**src/assert_macros.svh**
```systemverilog
// Assertion helpers for the RTL, included by the controller top.
`ifndef ASSERT_MACROS_SVH
`define ASSERT_MACROS_SVH

// Check a property on every rising clock edge outside reset.
`define DMPWM_ASSERT(label, prop, msg) \
  label: assert property (@(posedge clk_i) disable iff (!rst_ni) (prop)) else $error(msg);

// Check a property on every rising clock edge, reset included.
`define DMPWM_ASSERT_ALWAYS(label, prop, msg) \
  label: assert property (@(posedge clk_i) (prop)) else $error(msg);

`endif

```
**src/dmpwm_pkg.sv**
```systemverilog
package dmpwm_pkg;

  localparam int unsigned CFG_WIDTH    = 7;
  localparam int unsigned KEY_WIDTH    = 3;
  localparam int unsigned PIN_COUNT    = 6;
  localparam int unsigned FULL_ON_CODE = 99;

  // Pin positions inside the pin word
  localparam int unsigned PIN_LEFT_EN  = 0;
  localparam int unsigned PIN_LEFT_FWD = 1;
  localparam int unsigned PIN_LEFT_REV = 2;
  localparam int unsigned PIN_RIGHT_EN  = 3;
  localparam int unsigned PIN_RIGHT_FWD = 4;
  localparam int unsigned PIN_RIGHT_REV = 5;

  typedef enum logic [1:0] {
    CFG_PWM_PERIOD = 2'd0,
    CFG_PWM_STEP   = 2'd1,
    CFG_TRIM_STEP  = 2'd2,
    CFG_UNUSED     = 2'd3
  } cfg_idx_e;

  typedef enum logic [KEY_WIDTH-1:0] {
    DIR_STOP    = 3'd0,
    DIR_FORWARD = 3'd1,
    DIR_BACK    = 3'd2,
    DIR_LEFT    = 3'd3,
    DIR_RIGHT   = 3'd4,
    DIR_SPIN_CW = 3'd5,
    DIR_SPIN_CC = 3'd6,
    DIR_NONE    = 3'd7
  } dir_key_e;

  typedef enum logic [KEY_WIDTH-1:0] {
    SPD_RESTORE    = 3'd0,
    SPD_FASTER     = 3'd1,
    SPD_SLOWER     = 3'd2,
    SPD_TRIM_LEFT  = 3'd3,
    SPD_TRIM_RIGHT = 3'd4,
    SPD_FULL       = 3'd5,
    SPD_MIN        = 3'd6,
    SPD_NONE       = 3'd7
  } speed_key_e;

  // Pin load request from the command decoder
  typedef struct packed {
    logic                 load;
    logic [PIN_COUNT-1:0] pins;
  } mode_load_t;

  // Pin levels for each drive mode, bit 0 is the left enable
  function automatic logic [PIN_COUNT-1:0] mode_pins(input dir_key_e mode);
    logic [PIN_COUNT-1:0] row;
    unique case (mode)
      DIR_STOP:    row = 6'b000000;
      DIR_FORWARD: row = 6'b011011;
      DIR_BACK:    row = 6'b101101;
      DIR_LEFT:    row = 6'b011000;
      DIR_RIGHT:   row = 6'b000011;
      DIR_SPIN_CW: row = 6'b101011;
      DIR_SPIN_CC: row = 6'b011101;
      DIR_NONE:    row = 6'b000000;
    endcase
    return row;
  endfunction

endpackage

```
**src/dmpwm_cmd.sv**
```systemverilog
module dmpwm_cmd import dmpwm_pkg::*; #(
  parameter int unsigned DUTY_WIDTH = 8
) (
  input  logic                  clk_i,
  input  logic                  rst_ni,
  input  logic                  fire_i,
  input  logic [KEY_WIDTH-1:0]  left_key_i,
  input  logic [KEY_WIDTH-1:0]  right_key_i,
  input  logic [CFG_WIDTH-1:0]  period_i,
  input  logic [CFG_WIDTH-1:0]  step_i,
  input  logic [CFG_WIDTH-1:0]  trim_i,
  output logic [DUTY_WIDTH-1:0] left_duty_o,
  output logic [DUTY_WIDTH-1:0] right_duty_o,
  output mode_load_t            mode_load_o
);

  localparam logic [DUTY_WIDTH-1:0] FullOn = DUTY_WIDTH'(FULL_ON_CODE);

  dir_key_e              mode_q, mode_d;
  speed_key_e            last_q, last_d;
  logic [DUTY_WIDTH-1:0] base_q, base_d;
  logic [DUTY_WIDTH-1:0] left_q, left_d;
  logic [DUTY_WIDTH-1:0] right_q, right_d;

  dir_key_e              dir_key;
  speed_key_e            spd_key;
  logic                  is_stop;
  logic                  mode_chg;
  logic [DUTY_WIDTH-1:0] period_w, step_w, trim_w;
  logic [DUTY_WIDTH-1:0] base_eff;
  logic [DUTY_WIDTH-1:0] fast_sum, base_fast;
  logic [DUTY_WIDTH-1:0] slow_diff, base_slow;
  logic [DUTY_WIDTH-1:0] trimmed;

  assign dir_key  = dir_key_e'(left_key_i);
  assign spd_key  = speed_key_e'(right_key_i);
  assign period_w = DUTY_WIDTH'(period_i);
  assign step_w   = DUTY_WIDTH'(step_i);
  assign trim_w   = DUTY_WIDTH'(trim_i);

  // Step the shared duty up or down, and form the trimmed duty
  assign base_eff  = (base_q == FullOn) ? period_w : base_q;
  assign fast_sum  = base_q + step_w;
  assign base_fast = (fast_sum >= period_w) ? FullOn : fast_sum;
  assign slow_diff = base_eff - step_w;
  assign base_slow = (slow_diff <= step_w) ? step_w : slow_diff;
  assign trimmed   = (base_q <= trim_w) ? '0 : base_eff - trim_w;

  assign is_stop  = (dir_key == DIR_STOP);
  assign mode_chg = !is_stop && (dir_key != DIR_NONE) && (dir_key != mode_q);

  assign mode_load_o.load = mode_chg;
  assign mode_load_o.pins = mode_pins(dir_key);

  // Decode the direction key, then, unless it is stop, the speed key on top of it
  always_comb begin
    mode_d  = mode_q;
    last_d  = last_q;
    base_d  = base_q;
    left_d  = left_q;
    right_d = right_q;
    if (is_stop) begin
      mode_d  = DIR_STOP;
      left_d  = '0;
      right_d = '0;
    end else begin
      if (mode_chg) begin
        mode_d  = dir_key;
        left_d  = FullOn;
        right_d = FullOn;
      end
      if (spd_key != last_q) begin
        last_d = spd_key;
        unique case (spd_key)
          SPD_RESTORE: begin
            left_d  = base_q;
            right_d = base_q;
          end
          SPD_FASTER: begin
            base_d  = base_fast;
            left_d  = base_fast;
            right_d = base_fast;
          end
          SPD_SLOWER: begin
            base_d  = base_slow;
            left_d  = base_slow;
            right_d = base_slow;
          end
          SPD_TRIM_LEFT: begin
            left_d  = trimmed;
            right_d = base_q;
          end
          SPD_TRIM_RIGHT: begin
            left_d  = base_q;
            right_d = trimmed;
          end
          SPD_FULL: begin
            left_d  = FullOn;
            right_d = FullOn;
          end
          SPD_MIN: begin
            left_d  = step_w;
            right_d = step_w;
          end
          SPD_NONE: begin
          end
        endcase
      end
    end
  end

  // Advance the command state on each key word
  always_ff @(posedge clk_i or negedge rst_ni) begin
    if (!rst_ni) begin
      mode_q  <= DIR_STOP;
      last_q  <= SPD_RESTORE;
      base_q  <= FullOn;
      left_q  <= '0;
      right_q <= '0;
    end else if (fire_i) begin
      mode_q  <= mode_d;
      last_q  <= last_d;
      base_q  <= base_d;
      left_q  <= left_d;
      right_q <= right_d;
    end
  end

  assign left_duty_o  = left_q;
  assign right_duty_o = right_q;

endmodule

```
**src/dmpwm_pwm.sv**
```systemverilog
module dmpwm_pwm import dmpwm_pkg::*; #(
  parameter int unsigned DUTY_WIDTH = 8
) (
  input  logic                  clk_i,
  input  logic                  rst_ni,
  input  logic                  fire_i,
  input  logic [DUTY_WIDTH-1:0] duty_i,
  input  logic [CFG_WIDTH-1:0]  period_i,
  input  logic                  enable_i,
  output logic                  enable_o
);

  localparam logic [DUTY_WIDTH-1:0] FullOn = DUTY_WIDTH'(FULL_ON_CODE);

  logic [DUTY_WIDTH-1:0] slot_q, slot_d;
  logic [DUTY_WIDTH-1:0] high_q, high_d;
  logic [DUTY_WIDTH-1:0] slot_inc;

  assign slot_inc = slot_q + 1'b1;

  // Run one slot: full-on holds the pin, zero duty drops it
  always_comb begin
    slot_d   = slot_q;
    high_d   = high_q;
    enable_o = enable_i;
    if (duty_i != FullOn) begin
      if (duty_i == '0) begin
        slot_d   = '0;
        high_d   = '0;
        enable_o = 1'b0;
      end else begin
        if (high_q < duty_i) begin
          enable_o = 1'b1;
          high_d   = high_q + 1'b1;
        end else begin
          enable_o = 1'b0;
        end
        slot_d = slot_inc;
        // Restart the period once the slot count reaches it
        if (slot_inc >= DUTY_WIDTH'(period_i)) begin
          slot_d = '0;
          high_d = '0;
        end
      end
    end
  end

  always_ff @(posedge clk_i or negedge rst_ni) begin
    if (!rst_ni) begin
      slot_q <= '0;
      high_q <= '0;
    end else if (fire_i) begin
      slot_q <= slot_d;
      high_q <= high_d;
    end
  end

endmodule

```
**src/dual_motor_direction_pwm_controller_top.sv**
```systemverilog
// A word taken into the input register moves on to the pin register that drives the pins.
// Throughput: one word per cycle unless stalled; input and pin registers form two stages.
// A stalled output holds the pin word and lets one more input word wait in the input stage.
// Reset (async, active low): pins low, stopped, base duty full-on, duties and counts zero,
// registers back to period 10, step 1, trim 2. No clearing pass; ready right after reset.
`include "assert_macros.svh"

module dual_motor_direction_pwm_controller_top import dmpwm_pkg::*; #(
  parameter int unsigned DUTY_WIDTH = 8
) (
  input  logic                 clk_i,
  input  logic                 rst_ni,
  input  logic                 in_valid_i,
  output logic                 in_stall_o,
  input  logic                 func_i,
  input  logic [KEY_WIDTH-1:0] left_key_i,
  input  logic [KEY_WIDTH-1:0] right_key_i,
  output logic                 out_valid_o,
  input  logic                 out_stall_i,
  output logic                 left_enable_o,
  output logic                 left_forward_o,
  output logic                 left_reverse_o,
  output logic                 right_enable_o,
  output logic                 right_forward_o,
  output logic                 right_reverse_o,
  input  logic                 cfg_valid_i,
  output logic                 cfg_ready_o,
  input  logic [1:0]           cfg_index_i,
  input  logic [CFG_WIDTH-1:0] cfg_data_i
);

  logic                  in_valid_q, in_valid_d;
  logic                  func_q;
  logic [KEY_WIDTH-1:0]  left_key_q, right_key_q;
  logic                  out_valid_q, out_valid_d;
  logic [PIN_COUNT-1:0]  pins_q, pins_d;
  logic [CFG_WIDTH-1:0]  period_q, step_q, trim_q;

  logic                  in_take;
  logic                  advance;
  logic                  key_fire, tick_fire;
  logic [DUTY_WIDTH-1:0] left_duty, right_duty;
  mode_load_t            mode_load;
  logic                  left_en_nxt, right_en_nxt;

  // Move the held word on when the pin register is free or being drained
  assign advance    = in_valid_q && (!out_valid_q || !out_stall_i);
  assign in_stall_o = in_valid_q && !advance;
  assign in_take    = in_valid_i && !in_stall_o;
  assign key_fire   = advance && !func_q;
  assign tick_fire  = advance && func_q;

  assign in_valid_d  = in_take || (in_valid_q && !advance);
  assign out_valid_d = advance || (out_valid_q && out_stall_i);

  // Capture the input word
  always_ff @(posedge clk_i or negedge rst_ni) begin
    if (!rst_ni) begin
      in_valid_q  <= 1'b0;
      out_valid_q <= 1'b0;
    end else begin
      in_valid_q  <= in_valid_d;
      out_valid_q <= out_valid_d;
    end
  end

  always_ff @(posedge clk_i) begin
    if (in_take) begin
      func_q      <= func_i;
      left_key_q  <= left_key_i;
      right_key_q <= right_key_i;
    end
  end

  // Write the configuration registers
  assign cfg_ready_o = 1'b1;

  always_ff @(posedge clk_i or negedge rst_ni) begin
    if (!rst_ni) begin
      period_q <= CFG_WIDTH'(10);
      step_q   <= CFG_WIDTH'(1);
      trim_q   <= CFG_WIDTH'(2);
    end else if (cfg_valid_i && cfg_ready_o) begin
      unique case (cfg_idx_e'(cfg_index_i))
        CFG_PWM_PERIOD: period_q <= cfg_data_i;
        CFG_PWM_STEP:   step_q   <= cfg_data_i;
        CFG_TRIM_STEP:  trim_q   <= cfg_data_i;
        CFG_UNUSED: begin
        end
      endcase
    end
  end

  dmpwm_cmd #(
    .DUTY_WIDTH (DUTY_WIDTH)
  ) u_cmd (
    .clk_i        (clk_i),
    .rst_ni       (rst_ni),
    .fire_i       (key_fire),
    .left_key_i   (left_key_q),
    .right_key_i  (right_key_q),
    .period_i     (period_q),
    .step_i       (step_q),
    .trim_i       (trim_q),
    .left_duty_o  (left_duty),
    .right_duty_o (right_duty),
    .mode_load_o  (mode_load)
  );

  dmpwm_pwm #(
    .DUTY_WIDTH (DUTY_WIDTH)
  ) u_pwm_left (
    .clk_i    (clk_i),
    .rst_ni   (rst_ni),
    .fire_i   (tick_fire),
    .duty_i   (left_duty),
    .period_i (period_q),
    .enable_i (pins_q[PIN_LEFT_EN]),
    .enable_o (left_en_nxt)
  );

  dmpwm_pwm #(
    .DUTY_WIDTH (DUTY_WIDTH)
  ) u_pwm_right (
    .clk_i    (clk_i),
    .rst_ni   (rst_ni),
    .fire_i   (tick_fire),
    .duty_i   (right_duty),
    .period_i (period_q),
    .enable_i (pins_q[PIN_RIGHT_EN]),
    .enable_o (right_en_nxt)
  );

  // Update the pin word: ticks drive the enables, mode changes load a table row
  always_comb begin
    pins_d = pins_q;
    if (tick_fire) begin
      pins_d[PIN_LEFT_EN]  = left_en_nxt;
      pins_d[PIN_RIGHT_EN] = right_en_nxt;
    end else if (key_fire && mode_load.load) begin
      pins_d = mode_load.pins;
    end
  end

  always_ff @(posedge clk_i or negedge rst_ni) begin
    if (!rst_ni) begin
      pins_q <= '0;
    end else begin
      pins_q <= pins_d;
    end
  end

  assign out_valid_o     = out_valid_q;
  assign left_enable_o   = pins_q[PIN_LEFT_EN];
  assign left_forward_o  = pins_q[PIN_LEFT_FWD];
  assign left_reverse_o  = pins_q[PIN_LEFT_REV];
  assign right_enable_o  = pins_q[PIN_RIGHT_EN];
  assign right_forward_o = pins_q[PIN_RIGHT_FWD];
  assign right_reverse_o = pins_q[PIN_RIGHT_REV];

  `DMPWM_ASSERT(a_pins_hold, !advance |=> $stable(pins_q), "pins moved without a word")
  `DMPWM_ASSERT(a_no_shoot, !(pins_q[PIN_LEFT_FWD] && pins_q[PIN_LEFT_REV]) && !(pins_q[PIN_RIGHT_FWD] && pins_q[PIN_RIGHT_REV]), "forward and reverse both high")
  `DMPWM_ASSERT(a_tick_dir, tick_fire |=> $stable(pins_q[PIN_LEFT_REV:PIN_LEFT_FWD]) && $stable(pins_q[PIN_RIGHT_REV:PIN_RIGHT_FWD]), "tick changed a direction pin")
  `DMPWM_ASSERT(a_word_kept, in_valid_q && !advance |=> in_valid_q, "held word lost")

endmodule
```
**config.mk**
```make
export PLATFORM = sky130hd
export DESIGN_NAME = dual_motor_direction_pwm_controller_top
export DESIGN_NICKNAME = d
export VERILOG_FILES = /design/src/dmpwm_pkg.sv /design/src/dmpwm_cmd.sv /design/src/dmpwm_pwm.sv /design/src/dual_motor_direction_pwm_controller_top.sv
export VERILOG_INCLUDE_DIRS = /design/src /design/src/src
export SDC_FILE = /design/constraint.sdc
export NUM_CORES = 1
export LEC_CHECK = 0
export ABC_AREA = 1
export BUFFER_PORTS_ARGS = -buffer_cell sky130_fd_sc_hd__buf_2
export CAP_MARGIN = 20
export CORE_MARGIN = 1
export CORE_UTILIZATION = 60
export DETAILED_ROUTE_END_ITERATION = 7
export PLACE_DENSITY = 0.81
export SLEW_MARGIN = 20
export SYNTH_ARGS = -nofsm -noshare
export SYNTH_HDL_FRONTEND = slang
export SYNTH_SLANG_ARGS = --single-unit
```
**constraint.sdc**
```tcl
create_clock -name clk_i -period 4.6 [get_ports clk_i]
set_input_delay 0.92 -clock clk_i [delete_from_list [all_inputs] [get_ports clk_i]]
set_output_delay 0.92 -clock clk_i [all_outputs]
set_load 0.05 [all_outputs]
```
==> summary.md <==
| Metric | Value |
|---|---|
| Cell at the root of the clock tree | sky130_fd_sc_hd__clkbuf_16 |
| Clock tree from TritonCTS | yes |
| Die height | 117 µm |
| First drt pass iteration count | 7 |
| Final Hold Violating Endpoints | 0 |
| Ratio of final minimum period to clock period | 90.6% |
| Synthesis-to-layout area growth | 7.92% |
| Num ports | 30 |
| Number of library cell types mapped by synthesis | 51 |
| Maximum resistive drop on vdd | 0.477 mV |
| Most instantiated library cell after synthesis | sky130_fd_sc_hd__nand2_1 |
| Total of endpoints with negative setup slack in the final report | 0 |
| CTS sink count | 104 |
| Max transition margin | 35.0% |
| Share of cells above drive strength 1 | 8.93% |
| Count of instances resized after the clock tree is built | 0 |
| Aggregate negative setup slack | 0 ns |
| Delay contributed by the slowest stage of the critical path | between 0.6 and 0.7 ns |
| Most frequent cells after synthesis | sky130_fd_sc_hd__nand2_1 (256), sky130_fd_sc_hd__inv_1 (202), sky130_fd_sc_hd__o21ai_0 (84) |
| Overall overflow remaining after global route | 0 |
| Floorplan Core Area | 12700 µm² |
| Post-synth EDFFs | 7 |
| Die width | ~120 µm |
| Most frequent cell on the critical path | sky130_fd_sc_hd__nand2_1 |
| Drt initial violations | 751 |
| Count of state elements after synthesis | ~100 |
| Setup Skew | 0.0149 ns |
| Total Routed Length | slightly below 20000 µm |
| Post-DP HPWL | 15300 µm |
| Global-route usage over all layers | around a third |
| Area contributors post-synth | sky130_fd_sc_hd__dfrtp_1 (26%), sky130_fd_sc_hd__ha_1 (12%), sky130_fd_sc_hd__nand2_1 (12%) |
| Clock buffers created by TritonCTS | 9 |
| Crit path launch type | register |
| Total power density per cell area | 689 nW/µm² |
| Setup repair after global routing missed its margin | no |
| Syn avg cell area | 7.35 µm² |
| Routability congestion estimate from global placement | 1.04 |
| Leading register cell type out of synthesis | sky130_fd_sc_hd__dfrtp_1 |
| Via count of the first global-routing pass | 6645 |
| Number of filler instances in the final layout | 1134 |
| Initial antenna violation count | 0 |
| Result of the run | finished, final reports clean |
| Latest clock arrival within the worst-skew pair | 0.37 ns |
| Starting density of the core | a little over 60% |
| Highest clock frequency the design can meet | roughly 240 MHz |
| Worst hold slack after final layout | around 0.43 ns |
| Leak | 0.00454 µW |
| Maximum fanout along the worst path | 8 |
| Hold Path Class | register to register |
| Post-CTS Hold Buffers | 0 |
| Series of cell instances along the critical path | nand3_1 > nor3_1 > inv_1 > o21ai_1 > ha_1 > fa_1 > inv_1 > a31o_2 > xor2_1 > inv_1 > ha_1 > nand2_1 > inv_1 > nand2_1 > nand2_1 > nand2_1 > nand2_1 > nand2_1 > nand2_4 > o211ai_1 > nand2_1 > o21bai_1 > nand2_1 |
| Fin nets | about 1200 |
| Transition time of the tightest slew-check pin | 0.975 ns |
| Clock slew seen by the registers of the worst setup and hold paths | 0.08 ns |
| Top cell type by total area after synthesis | sky130_fd_sc_hd__dfrtp_1 |
| Worst EP arrival | 4.43 ns |
| Final number of max-transition violations | 0 |
| Largest net degree at the start of global routing | 75 |
| Kind of end point of the critical path | register |
| Number of maximum-capacitance constraint violations | 0 |
| Number of design rule violations left after detail routing | 0 |
| Cell area after synthesis | 7900 µm² |
| Routed wire per std cell | 15.5 µm |
| Clock period minus worst slack | 4.17 ns |
| Critical-path cell with the highest stage delay | sky130_fd_sc_hd__dfstp_2 |
| Critical Path RT | 4.86 ns |
| Async SR Flop Fraction | between 80 and 90% |
| Path type of the worst setup path | register to register |
| Port-buffer cells | 28 |
| Placement row count | 41 |
| Number of levels the H-tree was split into | 3 |
| Seq/Total Area, Yosys | between 30 and 40% |
| Detail-routed via count per cell | 5.60 |
| Number of warnings reported in the yosys synthesis log | 0 |
| Proportion of netlist area held by the largest area contributor | 26.3% |
| Residual antenna-violating net count after detailed routing | 0 |
| Post-CTS setup-driven buffer insertion count | 0 |
| Cell count after synthesis | 1075 |
| Area enclosed by the die boundary | about 14000 µm² |
| Ant. Diodes | 0 |
| Clock Tree Buf Depth | 2 |
| Via Count | between 7000 and 8000 |
| Wire length of the first global-routing pass | 33000 µm |
| Net count after synthesis | 1177 |
==> through the flow <==
stage	area [µm²]	total power [µW]	setup WS [ns]	util (%)	cells
after detailed placement	8220	5000	0.423	64.6	1265
final	8530	5870	0.435	67.0	1281
after floorplan	7900	4130	0.897	-	1075
after global placement	8220	4920	0.519	64.6	1265
after global routing	8530	6430	0.0500	67.0	1281
after CTS	8530	5810	0.368	67.0	1281
==> cell families after synthesis <==
| family | count (synthesis) | share of synthesized area, % |
|---|---|---|
| AO/OA/AOI/OAI | 181 | 13.4 |
| XOR/XNOR | 32 | 3.64 |
| adder cells (fa/ha/maj) | 81 | 13.1 |
| buffers and inverters | 221 | 10.7 |
| flip-flops | 104 | 33.1 |
| multiplexers | 2 | 0.253 |
| other | 1 | 0.0475 |
| AND/OR/NAND/NOR | 453 | 25.7 |
==> per-layer routing <==
layer / global-route usage (%) / up-vias / part of all wire (%)
met5: 0 / - / 0
met4: 11.2 / 0 / 2.6
met3: 5.76 / 48 / 7.0
met2: 50.4 / 277 / 45
met1: 43.7 / 3302 / 46
li1: - / 3553 / -
==> sequential cells by signal, indices dropped and copies added, names as in the netlist, 6 cells and up <==
register	cells
u_pwm_right.high_q	8
period_q	7
pins_q	6
u_pwm_right.slot_q	8
step_q	7
u_pwm_left.high_q	8
u_pwm_left.slot_q	8
u_cmd.right_duty_o	8
u_cmd.base_q	8
trim_q	7
u_cmd.mode_load_o	6
u_cmd.left_duty_o	8
==> report_power, final <==
group / internal [µW] / switching [µW]
registers: 1220 / 330
logic: 1250 / 2280
clock network: 387 / 406
total: 2860 / 3020
==> cell type report <==
class                      count  area (µm²)  area share, %
multi-input combinational    750        4440           52.1
tap                          172         215           2.52
sequential                   104        2620           30.7
clock buffer                   9         225           2.64
inverter                     208         781           9.16
clock inverter                 7        83.8          0.983
timing repair buffer          31         165           1.94
==> worst max-delay path, delay by kind of cell, from the launching register on <==
| kind | cells | cell delay (ns) |
|---|---|---|
| xor gates and xnor gates | 1 | 0.22 |
| buffers and inverters | 4 | 0.29 |
| adders and majority gates | 3 | 0.80 |
| AOI/OAI and AO/OA | 4 | 0.96 |
| DFF | 1 | 0.67 |
| and+or+nand+nor | 11 | 1.10 |
==> layout by cell type (no fill, tap or decap), drive strengths merged, types with 3 or more instances in the layout <==
cell type / n
a211oi: 5
a21oi: 40
a31o: 3
and3: 3
buf: 31
clkbuf: 9
clkinv: 4
dfrtp: 83
dfstp: 8
dfxtp: 6
edfxtp: 7
fa: 3
ha: 78
inv: 209
nand2: 260
nand3: 81
nand3b: 6
nand4: 23
nor2: 62
nor3: 11
nor4: 5
o211ai: 8
o21a: 5
o21ai: 98
o21bai: 8
o31ai: 3
xnor2: 8
xor2: 24
==> path summary, 6_finish.rpt <==
path | startpoint | end | slack, ns | cells after the start
max | u_cmd.base_q[1]$_DFFE_PN1P_ | u_cmd.left_duty_o[5]$_DFFE_PN0P_ | 0.43 | 23
min | u_cmd.mode_load_o[5]$_DFF_P_ | pins_q[5]$_DFFE_PN0P_ | 0.43 | 2
max reg2reg | u_cmd.base_q[1]$_DFFE_PN1P_ | u_cmd.left_duty_o[5]$_DFFE_PN0P_ | 0.43 | 23
min reg2reg | u_cmd.mode_load_o[5]$_DFF_P_ | pins_q[5]$_DFFE_PN0P_ | 0.43 | 2
max in group asynchronous | rst_ni | period_q[1]$_DFFE_PN1P_ | 3.00 | 2
min in group asynchronous | rst_ni | trim_q[5]$_DFFE_PN0P_ | 0.70 | 1
(Power assumes the default switching activity.)
